--- config.mk ---
export PLATFORM = sky130hd
export DESIGN_NAME = load_to_color_led_driver_core
export DESIGN_NICKNAME = d
export VERILOG_FILES = /design/src/hw/rtl/lcld_pkg.sv /design/src/hw/rtl/load_to_color_led_driver_core.sv /design/src/hw/rtl/lcld_ctrl.sv /design/src/hw/rtl/lcld_dp.sv
export SDC_FILE = /design/constraint.sdc
export NUM_CORES = 2
export LEC_CHECK = 0
export BUFFER_PORTS_ARGS = -buffer_cell sky130_fd_sc_hd__buf_2
export CORE_MARGIN = 2
export CORE_UTILIZATION = 58
export CTS_CLUSTER_DIAMETER = 200
export CTS_CLUSTER_SIZE = 25
export DETAILED_ROUTE_END_ITERATION = 8
export GPL_ROUTABILITY_DRIVEN = 0
export PLACE_DENSITY = 0.84
export SYNTH_ARGS = -nofsm -noshare
export SYNTH_HDL_FRONTEND = slang
export SYNTH_SLANG_ARGS = --single-unit
--- constraint.sdc ---
create_clock -name i_clk -period 8.1 [get_ports i_clk]
set_input_delay 0.405 -clock i_clk [delete_from_list [all_inputs] [get_ports i_clk]]
set_output_delay 0.405 -clock i_clk [all_outputs]
set_load 0.02 [all_outputs]
--- src/hw/rtl/lcld_pkg.sv ---
`timescale 1ns / 1ps
// Shared types, constants and colour-stop tables for the load-to-colour LED driver.
package lcld_pkg;

    localparam int COUNTER_WIDTH_DEF = 64;

    localparam int PCT_W      = 15;
    localparam int CFG_IDX_W  = 2;
    localparam int CFG_DATA_W = 16;
    localparam int OFF_W      = 13;
    localparam int NUM_W      = 21;
    localparam int Y_W        = 12;
    localparam int CH_W       = 2;
    localparam int SEG_W      = 3;

    localparam logic [PCT_W-1:0] PCT_FULL = 15'd25600;

    // Configuration register indexes
    localparam logic [CFG_IDX_W-1:0] CFG_SLEW_STEP   = 2'd0;
    localparam logic [CFG_IDX_W-1:0] CFG_BLINK_THR   = 2'd1;
    localparam logic [CFG_IDX_W-1:0] CFG_HALF_PERIOD = 2'd2;

    localparam logic [PCT_W-1:0] SLEW_STEP_RST   = 15'd256;
    localparam logic [PCT_W-1:0] BLINK_THR_RST   = 15'd25344;
    localparam logic [15:0]      HALF_PERIOD_RST = 16'd100;

    // Quotient bits of the load ratio (result is below 2^15)
    localparam int DIV_STEPS = 15;
    localparam int CNT_W     = $clog2(DIV_STEPS);
    localparam int NUM_CH    = 3;

    localparam logic [CH_W-1:0] CH_RED   = 2'd0;
    localparam logic [CH_W-1:0] CH_GREEN = 2'd1;
    localparam logic [CH_W-1:0] CH_BLUE  = 2'd2;

    localparam logic [SEG_W-1:0] SEG_FULL = 3'd5;

    // Reciprocals for division by 5 and by 15
    localparam logic [Y_W-1:0] RECIP_5  = 12'd3277;
    localparam logic [Y_W-1:0] RECIP_15 = 12'd2185;

    typedef struct packed {
        logic        kind;
        logic [63:0] idle_time;
        logic [63:0] kernel_time;
        logic [63:0] user_time;
        logic [31:0] now_ms;
    } t_in;

    typedef struct packed {
        logic [7:0]       red;
        logic [7:0]       green;
        logic [7:0]       blue;
        logic [PCT_W-1:0] shown_percent;
        logic             alarm_blinking;
    } t_out;

    typedef struct packed {
        logic            capture;
        logic            diff;
        logic            tot;
        logic            act;
        logic            sat;
        logic            mul1;
        logic            mul2;
        logic            div_step;
        logic            div_last;
        logic            slew;
        logic            seg;
        logic            ch_num;
        logic            ch_scl;
        logic            ch_rec;
        logic [CH_W-1:0] ch_sel;
        logic            finish;
    } t_cmd;

    typedef struct packed {
        logic have_base;
        logic total_zero;
        logic act_ge;
        logic out_free;
    } t_stat;

    // Segment of the colour ramp for a display value
    function automatic logic [SEG_W-1:0] seg_of(input logic [PCT_W-1:0] d);
        logic [SEG_W-1:0] s;
        if (d <= 15'd2560)       s = 3'd0;
        else if (d <= 15'd5120)  s = 3'd1;
        else if (d <= 15'd12800) s = 3'd2;
        else if (d <= 15'd20480) s = 3'd3;
        else if (d < PCT_FULL)   s = 3'd4;
        else                     s = SEG_FULL;
        return s;
    endfunction

    function automatic logic [PCT_W-1:0] stop_at(input logic [SEG_W-1:0] s);
        logic [PCT_W-1:0] a;
        case (s)
            3'd0:    a = 15'd0;
            3'd1:    a = 15'd2560;
            3'd2:    a = 15'd5120;
            3'd3:    a = 15'd12800;
            3'd4:    a = 15'd20480;
            default: a = PCT_FULL;
        endcase
        return a;
    endfunction

    function automatic logic [OFF_W-1:0] seg_span(input logic [SEG_W-1:0] s);
        logic [OFF_W-1:0] sp;
        case (s)
            3'd2, 3'd3: sp = 13'd7680;
            3'd4:       sp = 13'd5120;
            default:    sp = 13'd2560;
        endcase
        return sp;
    endfunction

    // Twice the span is 2^11 * 5 only on the last segment, 2^10 * 5 or 2^10 * 15 elsewhere
    function automatic logic seg_shift11(input logic [SEG_W-1:0] s);
        return s == 3'd4;
    endfunction

    function automatic logic seg_div15(input logic [SEG_W-1:0] s);
        return (s == 3'd2) || (s == 3'd3);
    endfunction

    function automatic logic [7:0] stop_colour(input logic [SEG_W-1:0] k,
                                               input logic [CH_W-1:0] ch);
        logic [7:0] c;
        case (k)
            3'd0, 3'd1: c = (ch == CH_RED) ? 8'd135 : (ch == CH_GREEN) ? 8'd206 : 8'd235;
            3'd2:       c = (ch == CH_BLUE) ? 8'd255 : 8'd0;
            3'd3:       c = (ch == CH_GREEN) ? 8'd255 : 8'd0;
            3'd4:       c = (ch == CH_BLUE) ? 8'd0 : 8'd255;
            default:    c = (ch == CH_RED) ? 8'd255 : 8'd0;
        endcase
        return c;
    endfunction

endpackage

--- src/hw/rtl/load_to_color_led_driver_core.sv ---
`timescale 1ns / 1ps
// Top level of the load-to-colour LED driver: sequencer plus datapath.
//
//  channel   direction  handshake                  payload
//  in        input      i_in_valid / o_in_ready    i_in_data  (lcld_pkg::t_in)
//  out       output     o_out_valid / i_out_ready  o_out_data (lcld_pkg::t_out)
//  cfg       input      i_cfg_we                   i_cfg_idx, i_cfg_data
//
// The first sample item only sets the base; later ones run total and active, then
// the 15-step restoring divider unless total is zero or active saturates.
// A frame runs slew, ramp segment, then numerator, scale and reciprocal per colour
// channel. One item is handled at a time; a frame waits in its last step while the
// output register still holds an item not taken. Reset is synchronous, active low.
module load_to_color_led_driver_core #(
    parameter int COUNTER_WIDTH = lcld_pkg::COUNTER_WIDTH_DEF
) (
    input  logic                            i_clk,
    input  logic                            i_rst_n,
    input  logic                            i_in_valid,
    output logic                            o_in_ready,
    input  lcld_pkg::t_in                   i_in_data,
    output logic                            o_out_valid,
    input  logic                            i_out_ready,
    output lcld_pkg::t_out                  o_out_data,
    input  logic                            i_cfg_we,
    input  logic [lcld_pkg::CFG_IDX_W-1:0]  i_cfg_idx,
    input  logic [lcld_pkg::CFG_DATA_W-1:0] i_cfg_data
);

    lcld_pkg::t_cmd  cmd;
    lcld_pkg::t_stat stat;

    lcld_ctrl u_ctrl (
        .i_clk      (i_clk),
        .i_rst_n    (i_rst_n),
        .i_in_valid (i_in_valid),
        .i_kind     (i_in_data.kind),
        .i_stat     (stat),
        .o_in_ready (o_in_ready),
        .o_cmd      (cmd)
    );

    lcld_dp #(
        .COUNTER_WIDTH (COUNTER_WIDTH)
    ) u_dp (
        .i_clk       (i_clk),
        .i_rst_n     (i_rst_n),
        .i_cfg_we    (i_cfg_we),
        .i_cfg_idx   (i_cfg_idx),
        .i_cfg_data  (i_cfg_data),
        .i_in_data   (i_in_data),
        .i_cmd       (cmd),
        .o_stat      (stat),
        .o_out_valid (o_out_valid),
        .i_out_ready (i_out_ready),
        .o_out_data  (o_out_data)
    );

endmodule

--- src/hw/rtl/lcld_ctrl.sv ---
`timescale 1ns / 1ps
// Sequencer for the load-to-colour LED driver: steps the datapath through each item.
module lcld_ctrl (
    input  logic            i_clk,
    input  logic            i_rst_n,
    input  logic            i_in_valid,
    input  logic            i_kind,
    input  lcld_pkg::t_stat i_stat,
    output logic            o_in_ready,
    output lcld_pkg::t_cmd  o_cmd
);

    localparam logic [3:0] ST_IDLE  = 4'd0;
    localparam logic [3:0] ST_DIFF  = 4'd1;
    localparam logic [3:0] ST_TOT   = 4'd2;
    localparam logic [3:0] ST_ACT   = 4'd3;
    localparam logic [3:0] ST_MUL1  = 4'd4;
    localparam logic [3:0] ST_MUL2  = 4'd5;
    localparam logic [3:0] ST_DIV   = 4'd6;
    localparam logic [3:0] ST_SLEW  = 4'd7;
    localparam logic [3:0] ST_SEG   = 4'd8;
    localparam logic [3:0] ST_NUM   = 4'd9;
    localparam logic [3:0] ST_SCL   = 4'd10;
    localparam logic [3:0] ST_REC   = 4'd11;
    localparam logic [3:0] ST_BLINK = 4'd12;

    localparam logic [lcld_pkg::CNT_W-1:0] DIV_LAST =
        lcld_pkg::CNT_W'(lcld_pkg::DIV_STEPS - 1);
    localparam logic [lcld_pkg::CNT_W-1:0] CH_LAST =
        lcld_pkg::CNT_W'(lcld_pkg::NUM_CH - 1);

    logic [3:0]                 r_state, n_state;
    logic [lcld_pkg::CNT_W-1:0] r_cnt, n_cnt;

    always_ff @(posedge i_clk) begin
        if (!i_rst_n) begin
            r_state <= ST_IDLE;
            r_cnt   <= '0;
        end else begin
            r_state <= n_state;
            r_cnt   <= n_cnt;
        end
    end

    always_comb begin
        n_state      = r_state;
        n_cnt        = r_cnt;
        o_cmd        = '0;
        o_cmd.ch_sel = r_cnt[lcld_pkg::CH_W-1:0];
        o_in_ready   = 1'b0;
        unique case (r_state)
            ST_IDLE: begin
                o_in_ready = 1'b1;
                if (i_in_valid) begin
                    o_cmd.capture = 1'b1;
                    n_state = i_kind ? ST_SLEW : ST_DIFF;
                end
            end
            ST_DIFF: begin
                o_cmd.diff = 1'b1;
                n_state = i_stat.have_base ? ST_TOT : ST_IDLE;
            end
            ST_TOT: begin
                o_cmd.tot = 1'b1;
                n_state = ST_ACT;
            end
            ST_ACT: begin
                o_cmd.act = 1'b1;
                n_state = ST_MUL1;
            end
            ST_MUL1: begin
                // zero total keeps the old load; active not below total saturates
                if (i_stat.total_zero) begin
                    n_state = ST_IDLE;
                end else if (i_stat.act_ge) begin
                    o_cmd.sat = 1'b1;
                    n_state = ST_IDLE;
                end else begin
                    o_cmd.mul1 = 1'b1;
                    n_state = ST_MUL2;
                end
            end
            ST_MUL2: begin
                o_cmd.mul2 = 1'b1;
                n_cnt = '0;
                n_state = ST_DIV;
            end
            ST_DIV: begin
                o_cmd.div_step = 1'b1;
                n_cnt = r_cnt + 1'b1;
                if (r_cnt == DIV_LAST) begin
                    o_cmd.div_last = 1'b1;
                    n_state = ST_IDLE;
                end
            end
            ST_SLEW: begin
                o_cmd.slew = 1'b1;
                n_state = ST_SEG;
            end
            ST_SEG: begin
                o_cmd.seg = 1'b1;
                n_cnt = '0;
                n_state = ST_NUM;
            end
            ST_NUM: begin
                o_cmd.ch_num = 1'b1;
                n_state = ST_SCL;
            end
            ST_SCL: begin
                o_cmd.ch_scl = 1'b1;
                n_state = ST_REC;
            end
            ST_REC: begin
                o_cmd.ch_rec = 1'b1;
                n_cnt = r_cnt + 1'b1;
                n_state = (r_cnt == CH_LAST) ? ST_BLINK : ST_NUM;
            end
            ST_BLINK: begin
                // hold until the output register can take the item
                if (i_stat.out_free) begin
                    o_cmd.finish = 1'b1;
                    n_state = ST_IDLE;
                end
            end
            default: begin
                n_state = ST_IDLE;
            end
        endcase
    end

endmodule

--- src/hw/rtl/lcld_dp.sv ---
`timescale 1ns / 1ps
// Datapath for the load-to-colour LED driver: load ratio, slew, colour ramp, blink and output.
module lcld_dp #(
    parameter int COUNTER_WIDTH = lcld_pkg::COUNTER_WIDTH_DEF
) (
    input  logic                            i_clk,
    input  logic                            i_rst_n,
    input  logic                            i_cfg_we,
    input  logic [lcld_pkg::CFG_IDX_W-1:0]  i_cfg_idx,
    input  logic [lcld_pkg::CFG_DATA_W-1:0] i_cfg_data,
    input  lcld_pkg::t_in                   i_in_data,
    input  lcld_pkg::t_cmd                  i_cmd,
    output lcld_pkg::t_stat                 o_stat,
    output logic                            o_out_valid,
    input  logic                            i_out_ready,
    output lcld_pkg::t_out                  o_out_data
);

    localparam int CW = COUNTER_WIDTH;
    localparam int PW = lcld_pkg::PCT_W;

    // configuration
    logic [PW-1:0] r_slew_step, r_blink_thr;
    logic [15:0]   r_half_period;

    // load measurement
    logic [CW-1:0]   r_ci, r_ck, r_cu;
    logic [CW-1:0]   r_prev_i, r_prev_k, r_prev_u;
    logic            r_have_base;
    logic [CW-1:0]   r_di, r_dk, r_du;
    logic [CW-1:0]   r_total, r_active;
    logic [CW+4:0]   r_sum;
    logic [CW-1:0]   r_rem;
    logic [PW-1:0]   r_nlo, r_quo;
    logic [PW-1:0]   r_measured;

    // display
    logic [31:0]                    r_now, r_last_toggle;
    logic [PW-1:0]                  r_display;
    logic [lcld_pkg::SEG_W-1:0]     r_seg;
    logic [lcld_pkg::OFF_W-1:0]     r_off;
    logic                           r_over;
    logic [lcld_pkg::NUM_W-1:0]     r_num;
    logic [lcld_pkg::Y_W-1:0]       r_y;
    logic [7:0]                     r_red, r_green, r_blue;
    logic                           r_phase;
    logic                           r_out_valid;
    lcld_pkg::t_out                 r_out;

    // combinational intermediates
    logic [CW+4:0]                  n_a25;
    logic [CW:0]                    n_shl, n_shl_sub;
    logic                           n_ge;
    logic [PW-1:0]                  n_quo;
    logic [PW-1:0]                  n_diff_abs, n_display;
    logic [lcld_pkg::SEG_W-1:0]     n_seg, n_seg_b;
    logic [PW-1:0]                  n_off_full;
    logic [lcld_pkg::OFF_W-1:0]     n_span;
    logic [7:0]                     n_ca, n_cb;
    logic [lcld_pkg::NUM_W-1:0]     n_num;
    logic [22:0]                    n_y2;
    logic [lcld_pkg::Y_W-1:0]       n_recip;
    logic [23:0]                    n_prod;
    logic [7:0]                     n_q;
    logic [31:0]                    n_elapsed;
    logic                           n_toggle, n_phase;
    logic                           out_free;

    assign out_free = !r_out_valid || i_out_ready;

    assign o_stat.have_base  = r_have_base;
    assign o_stat.total_zero = (r_total == '0);
    assign o_stat.act_ge     = (r_active >= r_total);
    assign o_stat.out_free   = out_free;

    assign o_out_valid = r_out_valid;
    assign o_out_data  = r_out;

    // load ratio: active * 25 via shift-add, then one quotient bit per step
    assign n_a25     = r_sum + {5'b0, r_active};
    assign n_shl     = {r_rem, r_nlo[PW-1]};
    assign n_ge      = (n_shl >= {1'b0, r_total});
    assign n_shl_sub = n_shl - {1'b0, r_total};
    assign n_quo     = {r_quo[PW-2:0], n_ge};

    // slew toward the measured load
    always_comb begin
        n_diff_abs = (r_measured >= r_display) ? (r_measured - r_display)
                                               : (r_display - r_measured);
        if (n_diff_abs <= r_slew_step)      n_display = r_measured;
        else if (r_measured > r_display)    n_display = r_display + r_slew_step;
        else                                n_display = r_display - r_slew_step;
    end

    // colour ramp
    assign n_seg      = lcld_pkg::seg_of(r_display);
    assign n_off_full = r_display - lcld_pkg::stop_at(n_seg);
    assign n_span     = lcld_pkg::seg_span(r_seg);
    assign n_seg_b    = (r_seg == lcld_pkg::SEG_FULL) ? r_seg : r_seg + 1'b1;
    assign n_ca       = lcld_pkg::stop_colour(r_seg, i_cmd.ch_sel);
    assign n_cb       = lcld_pkg::stop_colour(n_seg_b, i_cmd.ch_sel);
    assign n_num      = ({13'b0, n_ca} * {8'b0, n_span - r_off})
                      + ({13'b0, n_cb} * {8'b0, r_off});
    assign n_y2       = {1'b0, r_num, 1'b0} + {10'b0, n_span};
    assign n_recip    = lcld_pkg::seg_div15(r_seg) ? lcld_pkg::RECIP_15 : lcld_pkg::RECIP_5;
    assign n_prod     = {12'b0, r_y} * {12'b0, n_recip};
    assign n_q        = lcld_pkg::seg_div15(r_seg) ? n_prod[22:15] : n_prod[21:14];

    // blink timing
    assign n_elapsed = r_now - r_last_toggle;
    assign n_toggle  = r_over && (n_elapsed >= {16'b0, r_half_period});
    assign n_phase   = r_over && (n_toggle ? !r_phase : r_phase);

    always_ff @(posedge i_clk) begin
        if (!i_rst_n) begin
            r_slew_step   <= lcld_pkg::SLEW_STEP_RST;
            r_blink_thr   <= lcld_pkg::BLINK_THR_RST;
            r_half_period <= lcld_pkg::HALF_PERIOD_RST;
            r_prev_i      <= '0;
            r_prev_k      <= '0;
            r_prev_u      <= '0;
            r_have_base   <= 1'b0;
            r_measured    <= '0;
            r_display     <= '0;
            r_phase       <= 1'b0;
            r_last_toggle <= '0;
            r_out_valid   <= 1'b0;
        end else begin
            if (i_cfg_we) begin
                case (i_cfg_idx)
                    lcld_pkg::CFG_SLEW_STEP:   r_slew_step   <= i_cfg_data[PW-1:0];
                    lcld_pkg::CFG_BLINK_THR:   r_blink_thr   <= i_cfg_data[PW-1:0];
                    lcld_pkg::CFG_HALF_PERIOD: r_half_period <= i_cfg_data;
                    default: ;
                endcase
            end
            if (i_cmd.diff) begin
                r_prev_i    <= r_ci;
                r_prev_k    <= r_ck;
                r_prev_u    <= r_cu;
                r_have_base <= 1'b1;
            end
            if (i_cmd.sat) begin
                r_measured <= lcld_pkg::PCT_FULL;
            end
            if (i_cmd.div_last) begin
                r_measured <= n_quo;
            end
            if (i_cmd.slew) begin
                r_display <= n_display;
            end
            if (i_cmd.finish) begin
                r_phase <= n_phase;
                if (n_toggle) begin
                    r_last_toggle <= r_now;
                end
                r_out_valid <= 1'b1;
            end else if (i_out_ready) begin
                r_out_valid <= 1'b0;
            end
        end
    end

    // payload registers
    always_ff @(posedge i_clk) begin
        if (i_cmd.capture) begin
            r_ci  <= i_in_data.idle_time[CW-1:0];
            r_ck  <= i_in_data.kernel_time[CW-1:0];
            r_cu  <= i_in_data.user_time[CW-1:0];
            r_now <= i_in_data.now_ms;
        end
        if (i_cmd.diff) begin
            r_di <= r_ci - r_prev_i;
            r_dk <= r_ck - r_prev_k;
            r_du <= r_cu - r_prev_u;
        end
        if (i_cmd.tot) begin
            r_total <= r_dk + r_du;
        end
        if (i_cmd.act) begin
            r_active <= r_total - r_di;
        end
        if (i_cmd.mul1) begin
            r_sum <= {1'b0, r_active, 4'b0} + {2'b0, r_active, 3'b0};
        end
        if (i_cmd.mul2) begin
            // the quotient fits 15 bits, so the high part is already below the total
            r_rem <= n_a25[CW+4:5];
            r_nlo <= {n_a25[4:0], 10'b0};
            r_quo <= '0;
        end
        if (i_cmd.div_step) begin
            r_rem <= n_ge ? n_shl_sub[CW-1:0] : n_shl[CW-1:0];
            r_nlo <= {r_nlo[PW-2:0], 1'b0};
            r_quo <= n_quo;
        end
        if (i_cmd.seg) begin
            r_seg  <= n_seg;
            r_off  <= (n_seg == lcld_pkg::SEG_FULL) ? '0 : n_off_full[lcld_pkg::OFF_W-1:0];
            r_over <= (r_display >= r_blink_thr);
        end
        if (i_cmd.ch_num) begin
            r_num <= n_num;
        end
        if (i_cmd.ch_scl) begin
            r_y <= lcld_pkg::seg_shift11(r_seg) ? n_y2[22:11] : n_y2[21:10];
        end
        if (i_cmd.ch_rec) begin
            case (i_cmd.ch_sel)
                lcld_pkg::CH_RED:   r_red   <= n_q;
                lcld_pkg::CH_GREEN: r_green <= n_q;
                default:            r_blue  <= n_q;
            endcase
        end
        if (i_cmd.finish) begin
            r_out.red            <= r_over ? (n_phase ? 8'd255 : 8'd0) : r_red;
            r_out.green          <= r_over ? 8'd0 : r_green;
            r_out.blue           <= r_over ? 8'd0 : r_blue;
            r_out.shown_percent  <= r_display;
            r_out.alarm_blinking <= r_over;
        end
    end

`ifndef ASSERT_OFF
    a_measured_range: assert property (@(posedge i_clk) disable iff (!i_rst_n)
        r_measured <= lcld_pkg::PCT_FULL)
        else $error("measured load above full scale");

    a_display_range: assert property (@(posedge i_clk) disable iff (!i_rst_n)
        r_display <= lcld_pkg::PCT_FULL)
        else $error("display value above full scale");

    a_rem_below_total: assert property (@(posedge i_clk) disable iff (!i_rst_n)
        i_cmd.div_step |-> (r_rem < r_total))
        else $error("division remainder not below total");

    a_alarm_red_only: assert property (@(posedge i_clk) disable iff (!i_rst_n)
        (r_out_valid && r_out.alarm_blinking) |-> (r_out.green == 8'd0 && r_out.blue == 8'd0))
        else $error("alarm item carries green or blue");

    a_finish_when_free: assert property (@(posedge i_clk) disable iff (!i_rst_n)
        i_cmd.finish |-> out_free)
        else $error("output register overwritten while occupied");
`endif

endmodule
==> summary.md <==
| Metric | Value |
|---|---|
| Outcome | finished clean |
| CORE AREA | between 0.1 and 0.15 sq mm |
| Arrival time at the worst endpoint | ~8400 ps |
| I/O Buffers | slightly below 300 |
| GRT overflow | 0 |
| Worst Skew | about 60 ps |
| Dominant cell type by area after synthesis | edfxtp_1 |
| # IOs | 290 |
| WS Path Type | reg -> reg |
| CTS tree | yes |
| Starting Density | between 50% and 60% |
| Post-synth EDFFs | approximately 800 |
| Worst R2R Setup Slack | 200 ps |
| Cells after synthesis | 9,003 |
| Initial antenna violation count | 7 |
| Pwr Total | 0.0377 W |
| Clock transition at the registers of the reported paths | about 110 ps |
| HP Class | in -> reg |
| Prevailing post-synth register cell | edfxtp_1 |
| Die Y | between 300 and 400 microns |
| Synth top area cells | edfxtp_1 29%, ha_1 13%, dfxtp_1 7.5%, a21oi_1 5.5%, fa_1 5.2% |
| Final-report hold violation count | 0 |
| Die Span X | 382 microns |
| Vias in the first global route | between 60,000 and 70,000 |
| Max incr delay on CP | around 550 ps |
| P&R area growth vs syn | 9.25% |
| CP Capture Type | flop |
| Largest reg by FF count | u_dp.r_sum |
| Root buffer cell | clkbuf_16 |
| Number of CTS-inserted buffers | 50 |
| Final setup fails | 0 |
| Tcrit/Tclk final | 97.5% |
| Rows | 138 |
| GRT Total Usage | between 20 and 30% |
| Crit path max-delay cell type | fa_1 |
| Final nets | between 10,000 and 15,000 |
| Max reg flops | 66 |
| Share of post-route cells with drive strength above 1 | ~6.3% |
| Syn Area/Cell | 9.18 sq um |
| Number of buffers on the longest clock path | 3 |
| Pin count of the biggest net entering global routing | about 180 |
| Cell Area, Synth | roughly 0.083 sq mm |
| Final wirelength | ~220,000 microns |
| Fmax | 0.127 GHz |
| Crit path top cell by count | fa_1 |
| Post-route DRC violation count | 0 |
| Clk_lat worst skew | 740 ps |
| Yosys warns | 0 |
| Avg Vias per Cell | approximately 6.2 |
| Drt first pass iters | 9 |
| Yosys reg bits | 1,110 |
| Synth top cells by count | 1,026 x nand2_1, 913 x a21oi_1, 913 x inv_1, 856 x ha_1, 799 x edfxtp_1 |
| Dpl hpwl | between 150,000 and 200,000 microns |
| Max VDD drop | 643 uV |
| Rel. slew slack | between 10% and 20% |
| Starting DRT DRC Count | slightly above 7,000 |
| Worst slew pin tran | roughly 1200 ps |
| CP max FO | 5 |
| Tmin final | roughly 7900 ps |
| Syn Nets | ~10,000 |
| Setup_tns | 0 ps |
| Power Density | about 420 mW/mm^2 |
| Most common cell in the synthesized netlist | nand2_1 |
| Yosys top cell area share | between 20% and 30% |
| Final slew viol count | 0 |
| Req. time, crit path | 8560 ps |
| Distinct cells, synth | 95 |
| Max Cap Viol | 0 |
| CP Launch Type | flop |
| Final non-filler cell total | between 10,000 and 15,000 |
| Sequential area share after synthesis | roughly 37% |
| Avg WL per Cell | 19.0 microns |
| H-Tree Depth | 2 |
| Die Area | 0.146 sq mm |
| ANT nets after route | 0 |
| Lkg Pwr | 37.5 nW |
| Vias | about 70,000 |
| Ys async rst share | 0% |
| Sink Count | around 1,100 |
| DP Cell Count | about 11,000 |
| First-pass GRT wire length | roughly 340,000 microns |
==> through the flow <==
step           hold WS [ps]  utilization (%)  cell area (sq um)  setup WS (ps)
6_report               79.8             63.8              90300            199
3_5_place_dp            446             60.8              86100           -279
5_1_grt                82.8             63.8              90300           -112
4_1_cts                52.6             63.6              90000           16.3
2_1_floorplan           433                -              82700           61.6
3_3_place_gp            441             60.8              86100           7.81
==> metal layers <==
metal  routed length, microns  global-route usage, %  up-vias
met1                    85700                   36.9    32700
met5                       27                      0        -
li1                         -                      -    32600
met4                    12200                   14.5        4
met3                    17800                   3.21      721
met2                    99400                   47.1     3628
==> critical path, delay by kind of cell, from the launching register on <==
family,cells,cell delay (ps)
flops,1,460
buf+inv,8,850
compound gates,4,690
fa+ha+maj,8,3620
simple gates,11,2050
==> power breakdown <==
part           switching, W  leakage, nW  internal, W  total [W]
clock network       0.00187        0.707      0.00121    0.00308
logic                0.0144         26.9       0.0101     0.0245
registers           0.00104         9.91      0.00903     0.0101
total                0.0173         37.5       0.0204     0.0377
==> what timing repair did <==
action | in CTS | in global routing
endpoints found under the hold margin | 270 | 0
setup endpoints to repair | 5 | 9
hold buffers | 240 | 0
setup buffers | 0 | 8
gates resized for setup | 6 | 57
pin swaps | 1 | 38
==> final timing paths <==
kind | startpoint | end | cells past startpoint
max | u_dp.r_off[1]$_SDFFCE_PN0P_ | u_dp.r_num[19]$_DFFE_PP_ | 31
min | i_in_valid | u_ctrl.r_state[3]$_SDFFE_PN0P_ | 3
max reg2reg | u_dp.r_off[1]$_SDFFCE_PN0P_ | u_dp.r_num[19]$_DFFE_PP_ | 31
min reg2reg | u_dp.r_prev_u[4]$_SDFFE_PN0N_ | u_dp.r_prev_u[4]$_SDFFE_PN0N_ | 2
==> cell families (layout without fill, tap and decap cells) <==
| group | count (synthesis) | after routing | synth area share (%) |
|---|---|---|---|
| buffers and inverters | 1258 | 1657 | 5.77 |
| AO/OA/AOI/OAI | 2510 | 2510 | 19.2 |
| flip-flops | 1110 | 1110 | 36.5 |
| XOR/XNOR | 580 | 580 | 6.14 |
| adder cells (fa/ha/maj) | 1071 | 1071 | 18.2 |
| AND/OR/NAND/NOR | 2434 | 2434 | 13.7 |
| other | 0 | 8 | 0 |
| multiplexers | 40 | 40 | 0.499 |
==> final cells by class <==
cell class,count,area (sq um)
Clock inverter,4,96.3
Antenna cell,8,20.0
Inverter,915,3450
Tap cell,1890,2360
Timing Repair Buffer,650,4800
Sequential cell,1110,30200
Clock buffer,88,1400
Multi-Input combinational cell,6635,48000
Fill cell,10800,51300
==> layout by cell type, fill, tap and decap left out, types with 19 or more instances in the layout <==
cell / Yosys / layout
clkbuf_1: 305 / 37
dlygate4sd3_1: 0 / 240
or2_2: 25 / 25
o21a_1: 106 / 106
buf_2: 12 / 289
nand3_1: 178 / 178
xnor2_1: 364 / 364
or3_1: 29 / 27
a211oi_1: 56 / 55
inv_1: 913 / 904
buf_4: 2 / 113
nor2b_1: 117 / 117
a21boi_0: 20 / 20
mux2i_1: 30 / 30
ha_1: 856 / 848
o211ai_1: 43 / 43
nor4_1: 50 / 50
nand2b_1: 85 / 85
dfxtp_1: 311 / 310
edfxtp_1: 799 / 799
xor2_1: 216 / 216
a31oi_1: 113 / 113
a221oi_1: 20 / 19
and3_1: 81 / 79
a21oi_1: 913 / 909
nor2_1: 448 / 443
nand2_1: 1026 / 1018
o21bai_1: 96 / 96
a21o_1: 394 / 394
o21ai_1: 65 / 67
o31a_1: 19 / 19
and2_1: 101 / 96
o31ai_1: 76 / 74
clkbuf_16: 0 / 50
o21ai_0: 336 / 333
nand4_1: 125 / 125
fa_1: 215 / 215
nor3_1: 98 / 90
No activity file was read; power rests on OpenSTA's default activity.
